===== src/rtl/tgd_pkg.sv =====
`default_nettype none

package tgd_pkg;

    // Every glyph of the font is five columns wide.
    localparam int GLYPH_WIDTH = 5;

    // Controller command codes and character codes.
    localparam logic [7:0] CMD_COL_WINDOW  = 8'h21;
    localparam logic [7:0] CMD_PAGE_WINDOW = 8'h22;
    localparam logic [7:0] FIRST_PRINTABLE = 8'h20;
    localparam logic [7:0] LAST_PRINTABLE  = 8'h7E;
    localparam logic [7:0] NEWLINE         = 8'h0A;
    localparam logic [7:0] BLANK_COLUMN    = 8'h00;

    // One input item.
    typedef struct packed {
        logic       command;
        logic [7:0] char_code;
        logic [3:0] page_request;
        logic [7:0] column_request;
    } char_item_t;

    // One result item.
    typedef struct packed {
        logic [7:0] out_byte;
        logic       is_data;
        logic       last;
    } byte_item_t;

    // Work handed from the front to the back: an optional address window,
    // then an optional glyph with its five columns (column 0 in the top byte).
    typedef struct packed {
        logic        show_window;
        logic [7:0]  window_column;
        logic [2:0]  window_page;
        logic        show_glyph;
        logic [39:0] glyph;
    } job_t;

    // Queue status seen by both sides.
    typedef struct packed {
        logic can_push;
        logic has_item;
    } queue_status_t;

    // Byte positions within the output sequence of one job.
    typedef enum logic [3:0] {
        STEP_COL_CMD,
        STEP_COL_START,
        STEP_COL_END,
        STEP_PAGE_CMD,
        STEP_PAGE_START,
        STEP_PAGE_END,
        STEP_GLYPH_0,
        STEP_GLYPH_1,
        STEP_GLYPH_2,
        STEP_GLYPH_3,
        STEP_GLYPH_4,
        STEP_SPACER
    } step_t;

    // Font table: one row per printable character starting at the space.
    function automatic logic [39:0] glyph_columns(input logic [6:0] row);
        logic [39:0] g;
        case (row)
            7'd0:    g = 40'h0000000000;
            7'd1:    g = 40'h00002f0000;
            7'd2:    g = 40'h0007000700;
            7'd3:    g = 40'h147f147f14;
            7'd4:    g = 40'h242a7f2a12;
            7'd5:    g = 40'h2313086462;
            7'd6:    g = 40'h3649552250;
            7'd7:    g = 40'h0005030000;
            7'd8:    g = 40'h001c224100;
            7'd9:    g = 40'h0041221c00;
            7'd10:   g = 40'h14083e0814;
            7'd11:   g = 40'h08083e0808;
            7'd12:   g = 40'h0000a06000;
            7'd13:   g = 40'h0808080808;
            7'd14:   g = 40'h0060600000;
            7'd15:   g = 40'h2010080402;
            7'd16:   g = 40'h3e5149453e;
            7'd17:   g = 40'h00427f4000;
            7'd18:   g = 40'h4261514946;
            7'd19:   g = 40'h2141454b31;
            7'd20:   g = 40'h1814127f10;
            7'd21:   g = 40'h2745454539;
            7'd22:   g = 40'h3c4a494930;
            7'd23:   g = 40'h0171090503;
            7'd24:   g = 40'h3649494936;
            7'd25:   g = 40'h064949291e;
            7'd26:   g = 40'h0036360000;
            7'd27:   g = 40'h0056360000;
            7'd28:   g = 40'h0814224100;
            7'd29:   g = 40'h1414141414;
            7'd30:   g = 40'h0041221408;
            7'd31:   g = 40'h0201510906;
            7'd32:   g = 40'h324959513e;
            7'd33:   g = 40'h7c1211127c;
            7'd34:   g = 40'h7f49494936;
            7'd35:   g = 40'h3e41414122;
            7'd36:   g = 40'h7f4141221c;
            7'd37:   g = 40'h7f49494941;
            7'd38:   g = 40'h7f09090901;
            7'd39:   g = 40'h3e4149497a;
            7'd40:   g = 40'h7f0808087f;
            7'd41:   g = 40'h00417f4100;
            7'd42:   g = 40'h2040413f01;
            7'd43:   g = 40'h7f08142241;
            7'd44:   g = 40'h7f40404040;
            7'd45:   g = 40'h7f020c027f;
            7'd46:   g = 40'h7f0408107f;
            7'd47:   g = 40'h3e4141413e;
            7'd48:   g = 40'h7f09090906;
            7'd49:   g = 40'h3e4151215e;
            7'd50:   g = 40'h7f09192946;
            7'd51:   g = 40'h4649494931;
            7'd52:   g = 40'h01017f0101;
            7'd53:   g = 40'h3f4040403f;
            7'd54:   g = 40'h1f2040201f;
            7'd55:   g = 40'h3f4038403f;
            7'd56:   g = 40'h6314081463;
            7'd57:   g = 40'h0708700807;
            7'd58:   g = 40'h6151494543;
            7'd59:   g = 40'h007f414100;
            7'd60:   g = 40'h55aa55aa55;
            7'd61:   g = 40'h0041417f00;
            7'd62:   g = 40'h0402010204;
            7'd63:   g = 40'h4040404040;
            7'd64:   g = 40'h0003050000;
            7'd65:   g = 40'h2054545478;
            7'd66:   g = 40'h7f48444438;
            7'd67:   g = 40'h3844444420;
            7'd68:   g = 40'h384444487f;
            7'd69:   g = 40'h3854545418;
            7'd70:   g = 40'h087e090102;
            7'd71:   g = 40'h18a4a4a47c;
            7'd72:   g = 40'h7f08040478;
            7'd73:   g = 40'h00447d4000;
            7'd74:   g = 40'h4080847d00;
            7'd75:   g = 40'h7f10284400;
            7'd76:   g = 40'h00417f4000;
            7'd77:   g = 40'h7c04180478;
            7'd78:   g = 40'h7c08040478;
            7'd79:   g = 40'h3844444438;
            7'd80:   g = 40'hfc24242418;
            7'd81:   g = 40'h18242418fc;
            7'd82:   g = 40'h7c08040408;
            7'd83:   g = 40'h4854545420;
            7'd84:   g = 40'h043f444020;
            7'd85:   g = 40'h3c4040207c;
            7'd86:   g = 40'h1c2040201c;
            7'd87:   g = 40'h3c4030403c;
            7'd88:   g = 40'h4428102844;
            7'd89:   g = 40'h1ca0a0a07c;
            7'd90:   g = 40'h4464544c44;
            7'd91:   g = 40'h00107c8200;
            7'd92:   g = 40'h0000ff0000;
            7'd93:   g = 40'h00827c1000;
            7'd94:   g = 40'h0006090906;
            default: g = 40'h0000000000;
        endcase
        return g;
    endfunction

endpackage

`default_nettype wire


===== src/rtl/tgd_queue.sv =====
`default_nettype none

module tgd_queue (
    input  wire logic               clk,
    input  wire logic               rst_n,
    input  wire logic               push,
    input  wire tgd_pkg::job_t      push_job,
    input  wire logic               pop,
    output tgd_pkg::job_t           head,
    output tgd_pkg::queue_status_t  status
);

    tgd_pkg::job_t slot_reg [2];
    logic          wr_ptr_reg;
    logic          wr_ptr_next;
    logic          rd_ptr_reg;
    logic          rd_ptr_next;
    logic [1:0]    count_reg;
    logic [1:0]    count_next;

    assign head            = slot_reg[rd_ptr_reg];
    assign status.has_item = (count_reg != 2'd0);
    assign status.can_push = (count_reg != 2'd2);

    // Pointer and fill count update.
    always_comb
    begin
        wr_ptr_next = push ? !wr_ptr_reg : wr_ptr_reg;
        rd_ptr_next = pop ? !rd_ptr_reg : rd_ptr_reg;
        count_next  = count_reg;
        if (push && !pop)
        begin
            count_next = count_reg + 2'd1;
        end
        else if (pop && !push)
        begin
            count_next = count_reg - 2'd1;
        end
    end

    always_ff @(posedge clk or negedge rst_n)
    begin
        if (!rst_n)
        begin
            wr_ptr_reg <= 1'b0;
            rd_ptr_reg <= 1'b0;
            count_reg  <= 2'd0;
        end
        else
        begin
            wr_ptr_reg <= wr_ptr_next;
            rd_ptr_reg <= rd_ptr_next;
            count_reg  <= count_next;
        end
    end

    // Job storage.
    always_ff @(posedge clk)
    begin
        if (push)
        begin
            slot_reg[wr_ptr_reg] <= push_job;
        end
    end

    // The fill count must follow the pointers.
    a_count_ptrs: assert property (@(posedge clk) disable iff (!rst_n)
        (count_reg == 2'd0 || count_reg == 2'd2) |-> (wr_ptr_reg == rd_ptr_reg))
        else $error("queue fill count disagrees with pointers");

endmodule

`default_nettype wire


===== config.mk =====
export PLATFORM = sky130hd
export DESIGN_NAME = tgd_queue
export DESIGN_NICKNAME = d
export VERILOG_FILES = /design/src/rtl/tgd_pkg.sv /design/src/rtl/tgd_queue.sv
export SDC_FILE = /design/constraint.sdc
export NUM_CORES = 1
export LEC_CHECK = 0
export BUFFER_PORTS_ARGS = -buffer_cell sky130_fd_sc_hd__buf_4
export CORE_AREA = 2 2 92 94
export CTS_BUF_LIST = sky130_fd_sc_hd__clkbuf_8
export CTS_CLUSTER_DIAMETER = 200
export CTS_CLUSTER_SIZE = 8
export DETAILED_ROUTE_END_ITERATION = 8
export DIE_AREA = 0 0 94 96
export PLACE_DENSITY_LB_ADDON = 0.12
export SETUP_SLACK_MARGIN = 0.05
export SLEW_MARGIN = 15
export SYNTH_ARGS = -nofsm -noshare
export SYNTH_HDL_FRONTEND = slang
export SYNTH_SLANG_ARGS = --single-unit

===== constraint.sdc =====
create_clock -name clk -period 3.75 [get_ports clk]
set_clock_uncertainty 0.1 [all_clocks]
set_input_delay 0.5625 -clock clk [delete_from_list [all_inputs] [get_ports clk]]
set_output_delay 0.5625 -clock clk [all_outputs]
set_load 0.03 [all_outputs]

### Word level (Yosys, flattened, before mapping)

Memory sizes are Yosys's and may differ from the RTL's.
Cells that the tools add are included.
W data, S select, Z words.

| operators by class | value |
|---|---|
| add/sub/neg operators | 2 |
| multipliers | 0 |
| div/mod/pow operators | 0 |
| $lt $le $gt $ge | 0 |
| eq/ne operators | 1 |
| shifts and indexed selects | 0 |
| mux-type cells | 4 |
| bitwise gates (word level) | 0 |
| reductions and logical operators | 8 |

Operator list:

| kind | number |
|---|---|
| $logic_not A1 Y1 | 4 |
| $mux W2 | 2 |
| $reduce_bool A2 Y1 | 2 |
| $add A2 B1 Y2 const B | 1 |
| $logic_and A1 B1 Y1 | 2 |
| $mux W1 | 2 |
| $ne A2 B2 Y1 const B | 1 |
| $sub A2 B1 Y2 const B | 1 |

| word-level totals | value |
|---|---|
| register bits after elaboration | 4 |
| bits in latches | 0 |
| bits in writable memories | 106 |
| bits in read-only memories | 0 |
| output and inout bits | 55 |
| memories | 1 |

Memory list:

| name | depth | width | rd ports | clocked after memory_dff | write ports | RTL line | source |
|---|---|---|---|---|---|---|---|
| slot_reg | 2 | 53 | 1 | 0 | 1 | tgd_queue.sv:13 | `tgd_pkg::job_t slot_reg [2];` |

### Logic depth before layout (Yosys ltp)

Gate-level depths: netlist (run 1).

| logic depth | value |
|---|---|
| word-level depth | 4 |
| mapped depth | 5 |

### Worst setup path after synthesis (run 1)

OpenSTA, ideal clock, no wires.

| timing | value |
|---|---|
| path kind | input to register |
| from | input port push |
| to | memory slot_reg[0][0] in the netlist's numbering (enable) |
| library setup time | 470 ps |
| data arrival time | 2907 ps |
| setup slack | 273 ps |
| cell stages on the path | 1 |
| buffers on the path | 0 |
| cell sequence | nor2b_1 |

| on the way | value |
|---|---|
| cells in the longest elaborated chain, start to end | 2 |

RTL lines:

| item | RTL line | source |
|---|---|---|
| start, declared | tgd_queue.sv:6 | `input wire logic push,` |
| $mux W1 | tgd_queue.sv:60 | `if (push)` |
| $mux W1 (implied by the code) | tgd_queue.sv:62 | `slot_reg[wr_ptr_reg] <= push_job;` |
| end, declared | tgd_queue.sv:13 |  |

No other way between the ends.

==> results.yml, run 1 <==
layout:
  nets: 359
  largest_reg_flops: 106
  utilization_pct: 66.4
  drive_gt1_share_pct: 60.8
  finalNonFillerCells: 411
  syn2layout_area_growth_pct: 25.4
  fin_area_um2: 5350
  insertedDiodeCount: 0
drt:
  antenna_left: 0
  drt-total-wl_um: 6600
  first_iter_violations: 58
  vias_per_cell: 4.84
  dr.pass1.iters: 4
  vias: 1991
  drc: 0
  avgRoutedWirePerCell_um: 16.1
pwr:
  vdd_drop_max_mv: 0.434
  p_leak_nw: 2.15
  power.total_mw: 4.10
  power_density_nw_per_um2: 768
floorplanning:
  core_um2: 8050
  rows: 33
  die_width_um: 94
  initial_core_util_pct: 53.0
  die_area_um2: 9020
  pin_count: 112
  die_y_um: 96
clock_network:
  clock_latency_ns: 0.34
  cts_buffers: 9
  clkSinkCount: 110
  cts.repair.resized: 0
  tritoncts: "done"
  hold_buffers: 1
  cts_setup_buffers: 0
  cts.htree.levels: 3
  clock_path_buffers: 2
  path_clk_slew_ns: 0.10
  cts_root_buf: "clkbuf_8"
logic_synthesis:
  syn_inst: 181
  synth_area_um2: 4260
  synth.yosys.warnings: 0
  avgSynthCellArea_um2: 23.6
  synth_cell_types: 15
  synth_nets: 239
  synth-seq-cells: 110
  synth_seq_area_share_pct: 77.0
setup_path:
  worstPathRequired_ns: 3.09
  crit_path_cell_trace: "mux2_2 -> buf_4"
  critPathArrivalTime_ns: 2.04
  crit_type: "flop to primary output"
  cp-end-kind: "primary output"
  critPathMaxFanout: 54
  worst_setup_path_start_kind: "flop"
  crit_path_max_incr_delay_ns: 1.09
  cp_slowest_cell: "dfrtp_4"
global_routing:
  first_global_vias: 2015
  antenna_found_initial: 0
  grt_max_degree: 55
  gr-total-overflow: 0
  grt_use_total_pct: 15.0
  grt_pass1_wl_um: 9740
sta:
  post-route-period-util_pct: 72.0
  final_max_slew_viol_count: 0
  period_minus_slack_ns: 2.70
  whs_ns: 0.286
  setup_tns_ns: 0
  max_slew_margin_pct: 34.2
  worst_slew_pin_slew_ns: 0.987
  final.setup.worst_slack_ns: 1.05
  rsz0062_at_grt: "false"
  setup_viol: 0
  hold_viol_final: 0
  max_freq_mhz: 370
placement:
  dpl.hpwl_um: 4470
  io_buffers: 111
  place_congestion: 0.692
  place_ws_ns: 1.40
  dp.cells: 394
  placed_area_um2: 5160
flow_run:
  drv_cap: 0
hold_path:
  min_path_type: "primary input to flop"
run_status:
  run_status: "finished clean"
logic make-up after synthesis:
group,share of synthesized area (%)
flip-flops,77.0
adder cells (fa/ha/maj),0.293
XOR/XNOR,1.03
AND/OR/NAND/NOR,0.675
multiplexers,18.3
buffers and inverters,2.70
final cells by class:
cell class | instances | area, um^2
Multi-Input combinational cell | 64 | 875
Clock buffer | 9 | 124
Sequential cell | 110 | 3290
Inverter | 1 | 3.75
Fill cell | 556 | 2710
Timing Repair Buffer | 115 | 878
Clock inverter | 7 | 47.5
Tap cell | 105 | 131
worst paths after layout:
kind	cells after the start	startpoint	slack, ns	to
min in group asynchronous	2	rst_n	0.44	wr_ptr_reg$_DFFE_PN0P_
worst max-delay path	2	rd_ptr_reg$_DFFE_PN0P_	1.05	head[49]
worst min register to register	1	count_reg[1]$_DFFE_PN0P_	0.40	count_reg[1]$_DFFE_PN0P_
worst min-delay path	1	push_job[44]	0.29	slot_reg[0][44]$_DFFE_PP_
worst max register to register	2	wr_ptr_reg$_DFFE_PN0P_	1.97	slot_reg[0][22]$_DFFE_PP_
max in group asynchronous	2	rst_n	3.00	rd_ptr_reg$_DFFE_PN0P_
critical path: cells and delay by family, from the launching register on:
kind / cells / cell delay (ns)
buffers and inverters: 1 / 0.17
DFF: 1 / 1.09
muxes: 1 / 0.42
cell usage after synthesis:
master    number  share of area, %
buf_6          1              0.26
nor2b_1        1              0.15
ha_1           1              0.29
nand2b_1       1              0.15
dfrtp_1        4               2.3
and2_1         1              0.15
or2_2          1              0.15
buf_12         5               2.3
xnor2_1        1              0.21
mux2_4        49                17
xor2_1         4              0.82
inv_1          1             0.088
edfxtp_1     106                75
nor2_1         1             0.088
mux2_2         4               1.1
cell usage in the layout, fill, tap and decap left out, types with 2 or more instances in the layout:
| cell | n |
|---|---|
| mux2_2 | 4 |
| edfxtp_1 | 106 |
| inv_6 | 2 |
| mux2_4 | 49 |
| clkinv_2 | 2 |
| dfrtp_1 | 3 |
| buf_4 | 113 |
| xor2_1 | 4 |
| clkbuf_8 | 9 |
layer usage:
layer | vias to the layer above | global-route usage, % | wire, um
li1 | 942 | - | -
met2 | 68 | 25.9 | 3580
met5 | - | 0 | 0
met1 | 970 | 17.3 | 2530
met4 | 0 | 8.70 | 148
met3 | 11 | 3.13 | 343
where the power goes:
part	leakage [nW]	total [mW]	internal, mW	switching, mW
combinational	1.02	1.63	0.799	0.836
sequential	1.04	1.85	1.63	0.222
clock	0.0874	0.617	0.243	0.373
(Power assumes the default switching activity.)
==> inputs of run 2 (changes only) <==
- clock period: 3.75 -> 2.55 ns (I/O delays scaled with it)
==> results.yml, run 2 (synthesis results as in run 1) <==
clock_network:
  cts.htree.levels: 3
  clock_latency_ns: 0.35
  clkSinkCount: 110
  cts_setup_buffers: 0
  cts_root_buf: "clkbuf_8"
  path_clk_slew_ns: 0.10
  clock_path_buffers: 2
  tritoncts: "done"
  cts_buffers: 9
placement:
  place_ws_ns: 0.645
  io_buffers: 111
  dp.cells: 397
  dpl.hpwl_um: 4360
  place_congestion: 0.665
  placed_area_um2: 5190
pwr:
  vdd_drop_max_mv: 0.687
  power.total_mw: 6.06
  power_density_nw_per_um2: 1130
  p_leak_nw: 2.17
drt:
  avgRoutedWirePerCell_um: 15.9
  vias: 2017
  vias_per_cell: 4.87
  drt-total-wl_um: 6570
  drc: 0
  first_iter_violations: 98
  dr.pass1.iters: 4
  antenna_left: 0
run_status:
  run_status: "finished clean"
sta:
  period_minus_slack_ns: 2.28
  rsz0062_at_grt: "false"
  max_slew_margin_pct: 70.4
  worst_slew_pin_slew_ns: 0.444
  max_freq_mhz: 438
  setup_tns_ns: 0
  final.setup.worst_slack_ns: 0.268
  whs_ns: 0.104
  hold_viol_final: 0
  post-route-period-util_pct: 89.5
  setup_viol: 0
  final_max_slew_viol_count: 0
layout:
  insertedDiodeCount: 0
  utilization_pct: 66.7
  largest_reg_flops: 106
  finalNonFillerCells: 414
  nets: 362
  fin_area_um2: 5370
  drive_gt1_share_pct: 60.8
  final_common_cell: "buf_4"
  syn2layout_area_growth_pct: 26.0
  fillers: 559
  layout_common_cells: "buf_4, edfxtp_1, mux2_4"
floorplanning:
  initial_core_util_pct: 53.0
  die_width_um: 94
  rows: 33
  die_y_um: 96
  core_um2: 8050
  die_area_um2: 9020
  pin_count: 112
global_routing:
  antenna_found_initial: 0
  grt_use_total_pct: 15.0
  first_global_vias: 1951
  grt_max_degree: 34
  grt_pass1_wl_um: 9870
  gr-total-overflow: 0
setup_path:
  worstPathRequired_ns: 2.07
  cp_slowest_cell: "dfrtp_4"
  cp_num_buf_inv: 2
  crit_path_cell_trace: "buf_4 -> mux2_2 -> buf_4"
  critPathMaxFanout: 14
  crit_path_max_incr_delay_ns: 0.61
  critPathTopFamily: "flip-flops"
  cp-end-kind: "primary output"
  worst_setup_path_start_kind: "flop"
  crit_type: "flop to primary output"
  crit_path_frequent_cell: "buf_4"
  critPathArrivalTime_ns: 1.80
hold_path:
  min_path_type: "primary input to flop"
flow_run:
  drv_cap: 0
[run 2: cell type report]
type | count | area (um^2) | area share (%)
flip-flops and latches | 110 | 3290 | 61.2
repair buffers | 118 | 901 | 16.8
multi-input cells | 64 | 875 | 16.3
well taps | 105 | 131 | 2.45
clock buffers | 9 | 124 | 2.31
clock inverters | 7 | 50.0 | 0.932
inverters | 1 | 3.75 | 0.0699
[run 2: final timing paths]
path / slack (ns) / depth (start not counted) / end / start
worst max-delay path: 0.27 / 3 / head[49] / rd_ptr_reg$_DFFE_PN0P_
worst min-delay path: 0.10 / 1 / slot_reg[0][21]$_DFFE_PP_ / push_job[21]
worst max register to register: 1.07 / 2 / slot_reg[1][3]$_DFFE_PP_ / wr_ptr_reg$_DFFE_PN0P_
worst min register to register: 0.39 / 1 / count_reg[1]$_DFFE_PN0P_ / count_reg[1]$_DFFE_PN0P_
max in group asynchronous: 1.98 / 2 / rd_ptr_reg$_DFFE_PN0P_ / rst_n
min in group asynchronous: 0.26 / 2 / wr_ptr_reg$_DFFE_PN0P_ / rst_n
[run 2: worst register-to-register path, cell delays in order, from the launching register on]
cell     delay [ns]
dfrtp_1        0.44
and2_2         0.19
buf_4          0.38
[run 2: routing by layer]
metal  vias to the layer above  GRT usage [%]  part of all wire (%)  routed length (um)
li1                        952              -                     -                   -
met1                       984           18.4                    40                2610
met2                        70           24.8                    52                3390
met3                        11           4.54                   7.1                 466
met4                         0           6.88                   1.6                 108
met5                         -              0                     0                   0
[run 2: what timing repair did]
action,in CTS,in global routing
resized for setup,0,0
endpoints found under the hold margin,4,0
hold buffers,1,0
[run 2: power breakdown]
part	internal, mW	leakage, nW	switching (mW)
sequential	2.40	1.04	0.159
clock	0.357	0.0849	0.553
combinational	1.18	1.04	1.40
total	3.94	2.17	2.11
