## config.mk

```make
export PLATFORM = sky130hd
export DESIGN_NAME = tgd_back_flat
export DESIGN_NICKNAME = d
export VERILOG_FILES = /design/src/rtl/tgd_pkg.sv /design/src/rtl/tgd_channels_if.sv /design/src/rtl/tgd_back.sv /design/src/flat_wrapper.sv
export SDC_FILE = /design/constraint.sdc
export NUM_CORES = 1
export LEC_CHECK = 0
export BUFFER_PORTS_ARGS = -buffer_cell sky130_fd_sc_hd__buf_2
export CAP_MARGIN = 20
export CORE_ASPECT_RATIO = 1.5
export CORE_MARGIN = 2
export CORE_UTILIZATION = 47
export CTS_CLUSTER_DIAMETER = 30
export CTS_CLUSTER_SIZE = 12
export DETAILED_ROUTE_END_ITERATION = 8
export PLACE_DENSITY_LB_ADDON = 0.2
export SYNTH_ARGS = -nofsm -noshare
export SYNTH_HDL_FRONTEND = slang
export SYNTH_SLANG_ARGS = --single-unit
export TNS_END_PERCENT = 10
```

## constraint.sdc

```tcl
create_clock -name clk -period 4.8 [get_ports clk]
set_input_delay 0.24 -clock clk [delete_from_list [all_inputs] [get_ports clk]]
set_output_delay 0.24 -clock clk [all_outputs]
set_load 0.05 [all_outputs]
```

## src/rtl/tgd_pkg.sv

```systemverilog
`default_nettype none

package tgd_pkg;

    // Every glyph of the font is five columns wide.
    localparam int GLYPH_WIDTH = 5;

    // Controller command codes and character codes.
    localparam logic [7:0] CMD_COL_WINDOW  = 8'h21;
    localparam logic [7:0] CMD_PAGE_WINDOW = 8'h22;
    localparam logic [7:0] FIRST_PRINTABLE = 8'h20;
    localparam logic [7:0] LAST_PRINTABLE  = 8'h7E;
    localparam logic [7:0] NEWLINE         = 8'h0A;
    localparam logic [7:0] BLANK_COLUMN    = 8'h00;

    // One input item.
    typedef struct packed {
        logic       command;
        logic [7:0] char_code;
        logic [3:0] page_request;
        logic [7:0] column_request;
    } char_item_t;

    // One result item.
    typedef struct packed {
        logic [7:0] out_byte;
        logic       is_data;
        logic       last;
    } byte_item_t;

    // Work handed from the front to the back: an optional address window,
    // then an optional glyph with its five columns (column 0 in the top byte).
    typedef struct packed {
        logic        show_window;
        logic [7:0]  window_column;
        logic [2:0]  window_page;
        logic        show_glyph;
        logic [39:0] glyph;
    } job_t;

    // Queue status seen by both sides.
    typedef struct packed {
        logic can_push;
        logic has_item;
    } queue_status_t;

    // Byte positions within the output sequence of one job.
    typedef enum logic [3:0] {
        STEP_COL_CMD,
        STEP_COL_START,
        STEP_COL_END,
        STEP_PAGE_CMD,
        STEP_PAGE_START,
        STEP_PAGE_END,
        STEP_GLYPH_0,
        STEP_GLYPH_1,
        STEP_GLYPH_2,
        STEP_GLYPH_3,
        STEP_GLYPH_4,
        STEP_SPACER
    } step_t;

    // Font table: one row per printable character starting at the space.
    function automatic logic [39:0] glyph_columns(input logic [6:0] row);
        logic [39:0] g;
        case (row)
            7'd0:    g = 40'h0000000000;
            7'd1:    g = 40'h00002f0000;
            7'd2:    g = 40'h0007000700;
            7'd3:    g = 40'h147f147f14;
            7'd4:    g = 40'h242a7f2a12;
            7'd5:    g = 40'h2313086462;
            7'd6:    g = 40'h3649552250;
            7'd7:    g = 40'h0005030000;
            7'd8:    g = 40'h001c224100;
            7'd9:    g = 40'h0041221c00;
            7'd10:   g = 40'h14083e0814;
            7'd11:   g = 40'h08083e0808;
            7'd12:   g = 40'h0000a06000;
            7'd13:   g = 40'h0808080808;
            7'd14:   g = 40'h0060600000;
            7'd15:   g = 40'h2010080402;
            7'd16:   g = 40'h3e5149453e;
            7'd17:   g = 40'h00427f4000;
            7'd18:   g = 40'h4261514946;
            7'd19:   g = 40'h2141454b31;
            7'd20:   g = 40'h1814127f10;
            7'd21:   g = 40'h2745454539;
            7'd22:   g = 40'h3c4a494930;
            7'd23:   g = 40'h0171090503;
            7'd24:   g = 40'h3649494936;
            7'd25:   g = 40'h064949291e;
            7'd26:   g = 40'h0036360000;
            7'd27:   g = 40'h0056360000;
            7'd28:   g = 40'h0814224100;
            7'd29:   g = 40'h1414141414;
            7'd30:   g = 40'h0041221408;
            7'd31:   g = 40'h0201510906;
            7'd32:   g = 40'h324959513e;
            7'd33:   g = 40'h7c1211127c;
            7'd34:   g = 40'h7f49494936;
            7'd35:   g = 40'h3e41414122;
            7'd36:   g = 40'h7f4141221c;
            7'd37:   g = 40'h7f49494941;
            7'd38:   g = 40'h7f09090901;
            7'd39:   g = 40'h3e4149497a;
            7'd40:   g = 40'h7f0808087f;
            7'd41:   g = 40'h00417f4100;
            7'd42:   g = 40'h2040413f01;
            7'd43:   g = 40'h7f08142241;
            7'd44:   g = 40'h7f40404040;
            7'd45:   g = 40'h7f020c027f;
            7'd46:   g = 40'h7f0408107f;
            7'd47:   g = 40'h3e4141413e;
            7'd48:   g = 40'h7f09090906;
            7'd49:   g = 40'h3e4151215e;
            7'd50:   g = 40'h7f09192946;
            7'd51:   g = 40'h4649494931;
            7'd52:   g = 40'h01017f0101;
            7'd53:   g = 40'h3f4040403f;
            7'd54:   g = 40'h1f2040201f;
            7'd55:   g = 40'h3f4038403f;
            7'd56:   g = 40'h6314081463;
            7'd57:   g = 40'h0708700807;
            7'd58:   g = 40'h6151494543;
            7'd59:   g = 40'h007f414100;
            7'd60:   g = 40'h55aa55aa55;
            7'd61:   g = 40'h0041417f00;
            7'd62:   g = 40'h0402010204;
            7'd63:   g = 40'h4040404040;
            7'd64:   g = 40'h0003050000;
            7'd65:   g = 40'h2054545478;
            7'd66:   g = 40'h7f48444438;
            7'd67:   g = 40'h3844444420;
            7'd68:   g = 40'h384444487f;
            7'd69:   g = 40'h3854545418;
            7'd70:   g = 40'h087e090102;
            7'd71:   g = 40'h18a4a4a47c;
            7'd72:   g = 40'h7f08040478;
            7'd73:   g = 40'h00447d4000;
            7'd74:   g = 40'h4080847d00;
            7'd75:   g = 40'h7f10284400;
            7'd76:   g = 40'h00417f4000;
            7'd77:   g = 40'h7c04180478;
            7'd78:   g = 40'h7c08040478;
            7'd79:   g = 40'h3844444438;
            7'd80:   g = 40'hfc24242418;
            7'd81:   g = 40'h18242418fc;
            7'd82:   g = 40'h7c08040408;
            7'd83:   g = 40'h4854545420;
            7'd84:   g = 40'h043f444020;
            7'd85:   g = 40'h3c4040207c;
            7'd86:   g = 40'h1c2040201c;
            7'd87:   g = 40'h3c4030403c;
            7'd88:   g = 40'h4428102844;
            7'd89:   g = 40'h1ca0a0a07c;
            7'd90:   g = 40'h4464544c44;
            7'd91:   g = 40'h00107c8200;
            7'd92:   g = 40'h0000ff0000;
            7'd93:   g = 40'h00827c1000;
            7'd94:   g = 40'h0006090906;
            default: g = 40'h0000000000;
        endcase
        return g;
    endfunction

endpackage

`default_nettype wire

```

## src/rtl/tgd_channels_if.sv

```systemverilog
`default_nettype none


// Byte channel toward the display controller.
interface tgd_byte_if;
    logic                  valid;
    logic                  ready;
    tgd_pkg::byte_item_t   data;

    modport source (output valid, output data, input ready);
    modport sink (input valid, input data, output ready);
endinterface

`default_nettype wire

```

## src/rtl/tgd_back.sv

```systemverilog
`default_nettype none

module tgd_back #(
    parameter int COLUMNS   = 128,
    parameter int LAST_PAGE = 7
) (
    input  wire logic                   clk,
    input  wire logic                   rst_n,
    input  wire tgd_pkg::job_t          head,
    input  wire tgd_pkg::queue_status_t status,
    output logic                        pop,
    tgd_byte_if.source                  byte_out
);

    tgd_pkg::step_t      step_reg;
    tgd_pkg::step_t      step_next;
    logic                started_reg;
    logic                started_next;
    logic                out_valid_reg;
    logic                out_valid_next;
    tgd_pkg::byte_item_t out_item_reg;
    tgd_pkg::byte_item_t out_item_next;
    tgd_pkg::step_t      start_step;
    tgd_pkg::step_t      end_step;
    tgd_pkg::step_t      cur_step;
    logic                load;
    logic [7:0]          cur_byte;

    // Where the head job's sequence begins and ends.
    assign start_step = head.show_window ? tgd_pkg::STEP_COL_CMD : tgd_pkg::STEP_GLYPH_0;
    assign end_step   = head.show_glyph ? tgd_pkg::STEP_SPACER : tgd_pkg::STEP_PAGE_END;
    assign cur_step   = started_reg ? step_reg : start_step;

    // A byte moves into the output register when it is empty or being drained.
    assign load = status.has_item && (!out_valid_reg || byte_out.ready);
    assign pop  = load && (cur_step == end_step);

    // Byte selection for the current step.
    always_comb
    begin
        case (cur_step)
            tgd_pkg::STEP_COL_CMD:    cur_byte = tgd_pkg::CMD_COL_WINDOW;
            tgd_pkg::STEP_COL_START:  cur_byte = head.window_column;
            tgd_pkg::STEP_COL_END:    cur_byte = 8'(COLUMNS - 1);
            tgd_pkg::STEP_PAGE_CMD:   cur_byte = tgd_pkg::CMD_PAGE_WINDOW;
            tgd_pkg::STEP_PAGE_START: cur_byte = {5'd0, head.window_page};
            tgd_pkg::STEP_PAGE_END:   cur_byte = 8'(LAST_PAGE);
            tgd_pkg::STEP_GLYPH_0:    cur_byte = head.glyph[39:32];
            tgd_pkg::STEP_GLYPH_1:    cur_byte = head.glyph[31:24];
            tgd_pkg::STEP_GLYPH_2:    cur_byte = head.glyph[23:16];
            tgd_pkg::STEP_GLYPH_3:    cur_byte = head.glyph[15:8];
            tgd_pkg::STEP_GLYPH_4:    cur_byte = head.glyph[7:0];
            default:                  cur_byte = tgd_pkg::BLANK_COLUMN;
        endcase
    end

    // Sequencer and output register next state.
    always_comb
    begin
        step_next      = step_reg;
        started_next   = started_reg;
        out_item_next  = out_item_reg;
        out_valid_next = out_valid_reg;
        if (load)
        begin
            out_valid_next         = 1'b1;
            out_item_next.out_byte = cur_byte;
            out_item_next.is_data  = (cur_step >= tgd_pkg::STEP_GLYPH_0);
            out_item_next.last     = (cur_step == end_step);
            if (cur_step == end_step)
            begin
                started_next = 1'b0;
            end
            else
            begin
                started_next = 1'b1;
                step_next    = tgd_pkg::step_t'(cur_step + 4'd1);
            end
        end
        else if (byte_out.ready)
        begin
            out_valid_next = 1'b0;
        end
    end

    always_ff @(posedge clk or negedge rst_n)
    begin
        if (!rst_n)
        begin
            step_reg      <= tgd_pkg::STEP_COL_CMD;
            started_reg   <= 1'b0;
            out_valid_reg <= 1'b0;
        end
        else
        begin
            step_reg      <= step_next;
            started_reg   <= started_next;
            out_valid_reg <= out_valid_next;
        end
    end

    always_ff @(posedge clk)
    begin
        out_item_reg <= out_item_next;
    end

    assign byte_out.valid = out_valid_reg;
    assign byte_out.data  = out_item_reg;

    // After the final byte of a job the next job starts from its first step.
    a_restart_after_last: assert property (@(posedge clk) disable iff (!rst_n)
        (load && out_item_next.last) |=> !started_reg)
        else $error("sequencer did not restart after final byte");

endmodule

`default_nettype wire

```

## src/flat_wrapper.sv

```systemverilog
// flat-port wrapper written by rule: the top's interface ports become plain ports
module tgd_back_flat 
#(
    parameter int COLUMNS   = 128,
    parameter int LAST_PAGE = 7
)
  (clk, rst_n, head, status, pop, byte_out_valid, byte_out_data, byte_out_ready);
  tgd_byte_if byte_out_i ();
  input  wire logic clk;
  input  wire logic rst_n;
  input  wire tgd_pkg::job_t head;
  input  wire tgd_pkg::queue_status_t status;
  output logic pop;
  output wire logic [$bits(byte_out_i.valid)-1:0] byte_out_valid;
  output wire logic [$bits(byte_out_i.data)-1:0] byte_out_data;
  input wire logic [$bits(byte_out_i.ready)-1:0] byte_out_ready;
  assign byte_out_valid = byte_out_i.valid;
  assign byte_out_data = byte_out_i.data;
  assign byte_out_i.ready = byte_out_ready;
  tgd_back #(.COLUMNS(COLUMNS), .LAST_PAGE(LAST_PAGE)) u_core (.clk(clk), .rst_n(rst_n), .head(head), .status(status), .pop(pop), .byte_out(byte_out_i));
endmodule
```

# Word-level counts from Yosys, hierarchy flattened

Index checks and enable logic that the tools add are counted.

$add $sub $neg: 1
$lt $le $gt $ge: 1
Eq/ne operators: 11
Mux-type cells: 7
Bitwise operators: 1
Reductions and logical operators: 7

Operators by type and width:

| kind                                                                                | number |
|---|---|
| 8-bit one-hot mux with 11 select lines                                              | 1 |
| 4-bit by 3-bit == test with 1-bit output, second input constant                     | 4 |
| 4-bit == test, second input constant                                                | 3 |
| 4-bit by 2-bit == test with 1-bit output, second input constant                     | 2 |
| 4-bit two-way mux                                                                   | 2 |
| 4-bit by 1-bit adder with 4-bit output, second input constant                       | 1 |
| 4-bit by 1-bit == test with 1-bit output, second input constant                     | 1 |
| 4-bit == test                                                                       | 1 |
| 4-bit by 3-bit greater-or-equal comparator with 1-bit output, second input constant | 1 |
| 4-bit zero test                                                                     | 1 |
| 1-bit two-way mux                                                                   | 3 |
| 3-bit two-way mux                                                                   | 1 |
| 1-bit logical AND                                                                   | 2 |
| 2-bit AND reduction                                                                 | 1 |
| 2-bit nonzero test                                                                  | 1 |
| 1-bit zero test                                                                     | 1 |
| 1-bit logical OR                                                                    | 1 |
| 1-bit NOT                                                                           | 1 |

Register bits: 16
Bits of input ports: 58
Output and inout port bits: 12
Logic and storage cells: 34

# Logic depth before layout (Yosys ltp)

Gate-level depths: netlist of the first run.

Depth after elaboration: 5
Mapped depth: 11

# Worst setup path before layout of the first run

Ideal clock, no wire load.

Kind: register -> register
Start: register u_core.started_reg
End: register u_core.out_item_reg (netlist bit u_core.byte_out.data[3]), data pin
Library setup time: 271 ps
Arrival time: 1990 ps
Slack: 2540 ps
Stages on the path, launching flop included: 12
Cell sequence: dfrtp_1 -> buf_2 -> clkbuf_1 -> nand2_1 -> nand2_1 -> inv_1 -> ha_1 -> and4b_1 -> clkbuf_1 -> a22o_1 -> a211oi_1 -> nand4_1

Word-level cells in the longest chain between the ends: 3

RTL lines:

| element                                     | line            | source |
|---|---|---|
| from (decl)                                 | tgd_back.sv:17  | `logic started_reg;` |
| from (signal assigned)                      | tgd_back.sv:97  | `started_reg <= started_next;` |
| 4-bit two-way mux (*)                       | tgd_back.sv:32  | `assign cur_step = started_reg ? step_reg : start_step;` |
| 4-bit == test, or another cell as far along | tgd_back.sv:41  | `case (cur_step)` |
| 8-bit one-hot mux with 11 select lines (*)  | tgd_back.sv:41  |  |
| named net u_core.cur_byte[1]                | tgd_back.sv:27  | `logic [7:0] cur_byte;` |
| to (signal assigned)                        | tgd_back.sv:104 | `out_item_reg <= out_item_next;` |
| to (decl)                                   | tgd_back.sv:21  | `tgd_pkg::byte_item_t out_item_reg;` |

Mark *: on every way through the listed nets, which the timed path passes. The rest lies on a longest branch.
A chain may end at the register's enable or synchronous reset.

# Worst setup path in the final report of the first run

Start: register u_core.started_reg
End: register u_core.out_item_reg (netlist bit u_core.byte_out.data[4]), data pin

Same word-level chain as after synthesis.

==> results of run 1 <==
==> path summary, 6_finish.rpt <==
check,start,end,slack (ps),cells past startpoint
min in group asynchronous,rst_n,u_core.started_reg,300,2
hold / removal,status[0],u_core.byte_out.valid,170,2
max in group asynchronous,rst_n,u_core.step_reg[0],4360,2
setup / recovery,u_core.started_reg,u_core.byte_out.data[4],2050,8
hold reg to reg,u_core.byte_out.valid,u_core.byte_out.valid,540,2
setup reg to reg,u_core.started_reg,u_core.byte_out.data[4],2050,8
==> cell type report <==
| class | count | area share, % |
|---|---|---|
| well taps | 24 | 1.92 |
| inverters | 7 | 1.68 |
| clock inverters | 1 | 0.239 |
| flip-flops and latches | 16 | 28.7 |
| clock buffers | 3 | 1.44 |
| multi-input cells | 97 | 43.7 |
| repair buffers | 69 | 22.3 |
==> synthesized netlist by cell type, drive strengths merged, types with 2 or more instances <==
library cell   n  area, um^2
and4b          2        20.0
a21boi         4        33.8
a31oi          4        25.0
nand4          3        18.8
mux2i          2        20.0
ha             4        50.1
clkbuf         4        15.0
nor3           2        10.0
o21ai          5        25.0
nand3b         2        15.0
edfxtp        10         300
nand3          9        45.0
dfrtp          6         150
nor2           5        21.3
buf            3        17.5
nand2b         6        37.5
a22oi         10        75.1
inv            7        26.3
a222oi         5        50.1
nand2          8        30.0
a21oi          7        46.3
and2           2        12.5
==> stage by stage <==
stage | utilization [%] | power, mW
2_1_floorplan | - | 0.711
3_3_place_gp | 63.2 | 0.819
3_5_place_dp | 63.2 | 0.833
4_1_cts | 64.7 | 0.907
5_1_grt | 64.7 | 0.977
6_report | 64.7 | 0.904
==> critical path, cell delays in order, from the launching register on <==
cell and delay, ps:
dfrtp_1 660, or2_0 260, nand2_1 130, inv_1 100, ha_1 260, nand2_1 70
nor3_1 720, a222oi_1 280, nand4_1 120
==> where the power goes <==
| group | switching (mW) | internal, mW | leakage (nW) | total (mW) |
|---|---|---|---|---|
| sequential | 0.0512 | 0.220 | 0.161 | 0.272 |
| combinational | 0.349 | 0.211 | 0.549 | 0.560 |
| clock | 0.0424 | 0.0301 | 0.0154 | 0.0725 |
| total | 0.442 | 0.462 | 0.726 | 0.904 |
==> per-layer routing <==
layer / part of all wire (%) / routed length [um] / global-route usage (%)
met1: 36 / 1150 / 21.9
met2: 57 / 1800 / 44.6
met3: 6.6 / 210 / 2.20
met4: 0.66 / 21 / 7.35
met5: 0 / 0 / 0
==> kinds of logic (layout without fill, tap and decap cells) <==
| family | count (synthesis) | after routing |
|---|---|---|
| AO/OA/AOI/OAI | 44 | 44 |
| XOR/XNOR | 1 | 1 |
| adder cells (fa/ha/maj) | 4 | 4 |
| buffers and inverters | 14 | 80 |
| flip-flops | 16 | 16 |
| multiplexers | 3 | 3 |
| AND/OR/NAND/NOR | 45 | 45 |
==> summary.txt, run 1 <==
Synth
  – Synth async-reset ratio: 37.5%
  – XOR/XNOR Fraction of Synth Area: 0.734%
  – Mapped Area: 1190 um^2
  – Synthesized-area fraction occupied by adder cells: 4.19%
  – Register area share after synthesis: 37.7%
  – Complex-gate fraction of the synthesized area: 27.6%
  – Largest family of logic cells by synthesized area: compound AO/OA/AOI/OAI gates
  – Syn nets: 189
  – Post-synth EDFFs: 10
  – Synthesis warning total: 0
  – Synth Register Bits: 16
  – Avg Cell Area, Syn: 9.40 um^2
  – Mux contribution to synthesized area: 2.94%
  – Synth Area in Simple Gates: 21.9%
  – Cell count after synthesis: 127
  – Primary FF master, synth: edfxtp_1
  – Yosys cell types: 44

Routing
  – WL/cell: 14.7 um
  – Vias per Instance: 5.88
  – Via count: 1,277
  – 1st-iter DRT viols: 58
  – Routed WL: 3.19 mm
  – # DRC: 0
  – DRT antenna net count: 0
  – First-pass DRT Iterations: 5

Die
  – Die span in x: 45.1 um
  – # rows: 22
  – Die Ht: 65.7 um
  – I/O pin total: 70
  – Die area: 2970 um^2
  – Initial Util: 49.3%
  – Core ar.: 2420 um^2

Global routing
  – Largest net degree at the start of global routing: 20
  – Initial antenna violation count: 0
  – All-Layer GR Usage: 22.3%
  – First-pass GRT wire length: 4.95 mm
  – Vias in the first global route: 1,208
  – Total gr overflow: 0

Place
  – Post-DP HPWL: 2.56 mm
  – Routability cong.: 0.779
  – Port bufs: 68
  – Setup slack at placement: 2060 ps
  – Dpl cells: 212
  – Placed Area: 1530 um^2

Pwr
  – Leak Pwr: 0.726 nW
  – Worst IR Drop VDD: 0.328 mV
  – Power Dens Cells: 577 nW/um^2

Clocking
  – # clock sinks: 16
  – Root Driver: clkbuf_4
  – H-tree Lvls: 1
  – Cts hold-fix bufs: 1
  – Clock tree buffer depth: 2
  – Clock transition at path regs: 100 ps
  – Post-CTS Setup Bufs: 0
  – Clock Latency Late Sink: 280 ps
  – CTS buffer count: 3
  – CTS tree: built
  – CTS resizes: 0

STA
  – Min Tclk post-route: 2750 ps
  – Hold_ws: 168 ps
  – Endpoints failing setup: 0
  – Final slew viol count: 0
  – RSZ-0062 raised after global routing: no
  – Hold Vio Cnt, Final: 0
  – Final worst path period share: 57.2%
  – Total Negative Setup Slacks: 0 ps
  – FMAX: 364 MHz
  – Rel. slew slack: 37.9%
  – Post-route clock skew: 0.793 ps
  – Setup ws final: 2050 ps
  – Worst-Margin Slew: 924 ps

Outcome
  – Status: finished, final reports clean

Min path
  – Hold crit path type: in -> reg

Setup path
  – Crit start category: flop
  – Crit end category: flop
  – Crit Path Max Fanout: 19
  – CP arrival: 2900 ps
  – Crit Path Class: reg -> reg
  – WP data required: 4950 ps

Layout
  – Inserted Diodes: 0
  – Register area: 450 um^2
  – Layout Nets: 256
  – Max FFs per register: 10
  – Finished Layout Cells: 217
  – FILL cells: 218
  – Leading cell type in the layout, fill and taps excluded: buf_2
  – P&R area growth vs syn: 31.3%
  – Layout cells sized above 1: 39.9%
  – Final Cell Area: 1570 um^2
  – Most frequent cells in the layout: buf_2, a22oi_1, edfxtp_1
  – Area of the multi-input gates: 684 um^2

Run
  – Max_cap viols: 0
Power figures use the tool's default switching activity.
==> inputs of run 2 (changes only) <==
--- a/config.mk
+++ b/config.mk
@@ -5,11 +5,12 @@
 export SDC_FILE = /design/constraint.sdc
 export NUM_CORES = 1
 export LEC_CHECK = 0
+export ABC_AREA = 1
 export BUFFER_PORTS_ARGS = -buffer_cell sky130_fd_sc_hd__buf_2
 export CAP_MARGIN = 20
 export CORE_ASPECT_RATIO = 1.5
 export CORE_MARGIN = 2
-export CORE_UTILIZATION = 47
+export CORE_UTILIZATION = 41
 export CTS_CLUSTER_DIAMETER = 30
 export CTS_CLUSTER_SIZE = 12
 export DETAILED_ROUTE_END_ITERATION = 8
==> constraint.sdc (replaced) <==
create_clock -name clk -period 2.5 [get_ports clk]
set_input_delay 0.125 -clock clk [delete_from_list [all_inputs] [get_ports clk]]
set_output_delay 0.125 -clock clk [all_outputs]
set_load 0.05 [all_outputs]
==> run 2 against run 1 <==
Cell area rose by 13%. Non-clock buffer count rose by 1. Critical path depth rose by 2. Sequential power rose by 62%. Wire length rose by 7.7%. First-iteration DRC count fell by 55%. Global-route usage fell by 3.2 points. Clock skew rose by 7.3 ps. Clock power rose to 2.7 times the previous value. Synthesized cell count rose by 64%.
==> summary.txt, run 2 <==
Outcome
  – Status: finished, final reports clean

Synth
  – Top cell types by occurrence after synthesis: nand2_1, nor2_1, inv_1, nand3_1, edfxtp_1
  – Synthesis warning total: 0
  – Syn nets: 270
  – Yosys cell types: 19
  – Mapped Area: 1320 um^2
  – Cell count after synthesis: 208
  – Top post-synthesis cells by area: nand2_1, edfxtp_1, dfrtp_1
  – Share of the synthesized area in the top cell type: 23.9%
  – Primary FF master, synth: edfxtp_1
  – Register area share after synthesis: 34.2%
  – Synth Register Bits: 16
  – Most common cell in the synthesized netlist: nand2_1
  – Post-synth EDFFs: 10
  – Avg Cell Area, Syn: 6.33 um^2
  – Leading area contributor after synthesis: nand2_1
  – Synth async-reset ratio: 37.5%

STA
  – Final slew viol count: 0
  – Endpoints failing setup: 0
  – Hold Vio Cnt, Final: 0
  – RSZ-0062 raised after global routing: no
  – Post-route clock skew: 8.13 ps
  – FMAX: 531 MHz
  – Hold_ws: 132 ps
  – Worst-Margin Slew: 250 ps
  – Rel. slew slack: 83.3%
  – Final worst path period share: 75.3%
  – Total Negative Setup Slacks: 0 ps
  – Min Tclk post-route: 1880 ps

Clocking
  – Root Driver: clkbuf_8
  – Clock Latency Late Sink: 250 ps
  – H-tree Lvls: 1
  – Clock tree buffer depth: 2
  – Post-CTS Setup Bufs: 0
  – CTS resizes: 0
  – Clock transition at path regs: 60 ps
  – CTS buffer count: 3
  – # clock sinks: 16
  – Cts hold-fix bufs: 1
  – CTS tree: built

Setup path
  – Crit start category: flop
  – Reg2Reg Depth: 10
  – WP data required: 2510 ps
  – CP arrival: 1890 ps
  – Crit end category: flop
  – Crit Path Class: reg -> reg
  – RR Endpoint: u_core.byte_out.data[9]
  – Worst reg2reg path startpoint: u_core.started_reg
  – FF-to-FF setup slack: 620 ps
  – Crit Path Max Fanout: 7

Pwr
  – Worst IR Drop VDD: 0.489 mV
  – Switching pwr: 734 uW
  – Leak Pwr: 1.06 nW
  – Clock power share: 13.1%
  – Switching share of power: 48.6%
  – Seq pwr share: 29.2%
  – Power Dens Cells: 853 nW/um^2
  – Combinational Power Share: 57.7%
  – Pint: 776 uW

Global routing
  – First-pass GRT wire length: 5.31 mm
  – All-Layer GR Usage: 19.0%
  – Vias in the first global route: 1,358
  – Met2 Usage GRT: 39.6%
  – Total gr overflow: 0
  – Initial antenna violation count: 0
  – Met1 Usage GRT: 17.0%
  – Gr busiest metal: met2
  – GR Layer Usage met3: 3.25%
  – Largest net degree at the start of global routing: 11

Min path
  – Hold crit path type: in -> reg
  – Hold EP: u_core.byte_out.valid
  – Hold path start: status[0]
  – Hold depth: 3

Place
  – Dpl cells: 317
  – Placed Area: 1720 um^2
  – Post-DP HPWL: 2.91 mm
  – Routability cong.: 0.892
  – Port bufs: 68

Die
  – Die span in x: 50.3 um
  – # rows: 25
  – Core ar.: 3100 um^2
  – Die area: 3690 um^2
  – I/O pin total: 70
  – Initial Util: 42.5%
  – Die Ht: 73.4 um

Routing
  – Via count: 1,466
  – First-pass DRT Iterations: 4
  – # DRC: 0
  – Routed WL: 3.44 mm
  – WL/cell: 10.7 um
  – DRT antenna net count: 0
  – 1st-iter DRT viols: 26
  – Vias per Instance: 4.55

Layout
  – Layout Nets: 345
  – Finished Layout Cells: 322
  – Final Cell Area: 1770 um^2
  – Inserted Diodes: 0
  – Layout cells sized above 1: 29.8%
  – Max FFs per register: 10
  – Leading cell type in the layout, fill and taps excluded: nand2_1
  – Most frequent cells in the layout: nand2_1, buf_2, nor2_1
  – P&R area growth vs syn: 34.4%

Run
  – Max_cap viols: 0
[run 2: power groups by stage]
stage	logic [mW]	registers, mW	clock network, mW
detailed placement	0.877	0.447	0
floorplan	0.486	0.619	0
finish	0.871	0.440	0.198
global placement	0.869	0.445	0
CTS	0.883	0.441	0.205
global route	0.980	0.448	0.209
[run 2: how the worst max path moves through the flow]
| stage | from | to | depth (start not counted) |
|---|---|---|---|
| after detailed placement | u_core.started_reg | u_core.byte_out.data[9] | 11 |
| after CTS | u_core.started_reg | u_core.byte_out.data[9] | 11 |
| after global routing | u_core.started_reg | u_core.byte_out.data[6] | 10 |
| final | u_core.started_reg | u_core.byte_out.data[9] | 10 |
| after floorplan | u_core.byte_out.valid | u_core.step_reg[0] | 6 |
| after global placement | u_core.started_reg | u_core.byte_out.data[9] | 11 |
[run 2: final cells by class]
type | count | area [um^2]
Clock buffer | 4 | 45.0
Fill cell | 346 | 1330
Sequential cell | 16 | 450
Tap cell | 40 | 50.0
Inverter | 29 | 109
Multi-Input combinational cell | 163 | 758
Timing Repair Buffer | 70 | 358
[run 2: through the flow]
step / worst slack [ps] / util, % / power [mW]
5_1_grt: 409 / 57.2 / 1.64
2_1_floorplan: 743 / - / 1.10
3_5_place_dp: 577 / 55.4 / 1.32
6_report: 617 / 57.2 / 1.51
4_1_cts: 567 / 57.2 / 1.53
3_3_place_gp: 617 / 55.4 / 1.31
[run 2: critical path, stage by stage, from the launching register on]
cell	delay (ps)
dfrtp_1	440
nand2_1	160
nand2_4	140
inv_1	80
ha_1	230
nand3_1	110
inv_1	110
nand2_1	70
nand2_1	50
a21oi_1	160
nand2_1	70
[run 2: layer usage]
layer | vias to the layer above | routed length [um]
met3 | 12 | 188
li1 | 793 | -
met2 | 43 | 1950
met5 | - | 0
met4 | 0 | 104
met1 | 618 | 1190
[run 2: logic make-up after synthesis]
family	count (synthesis)	synth area share [%]
AO/OA/AOI/OAI	6	2.28
flip-flops	16	34.2
AND/OR/NAND/NOR	151	50.1
XOR/XNOR	2	1.33
buffers and inverters	29	8.26
adder cells (fa/ha/maj)	4	3.80
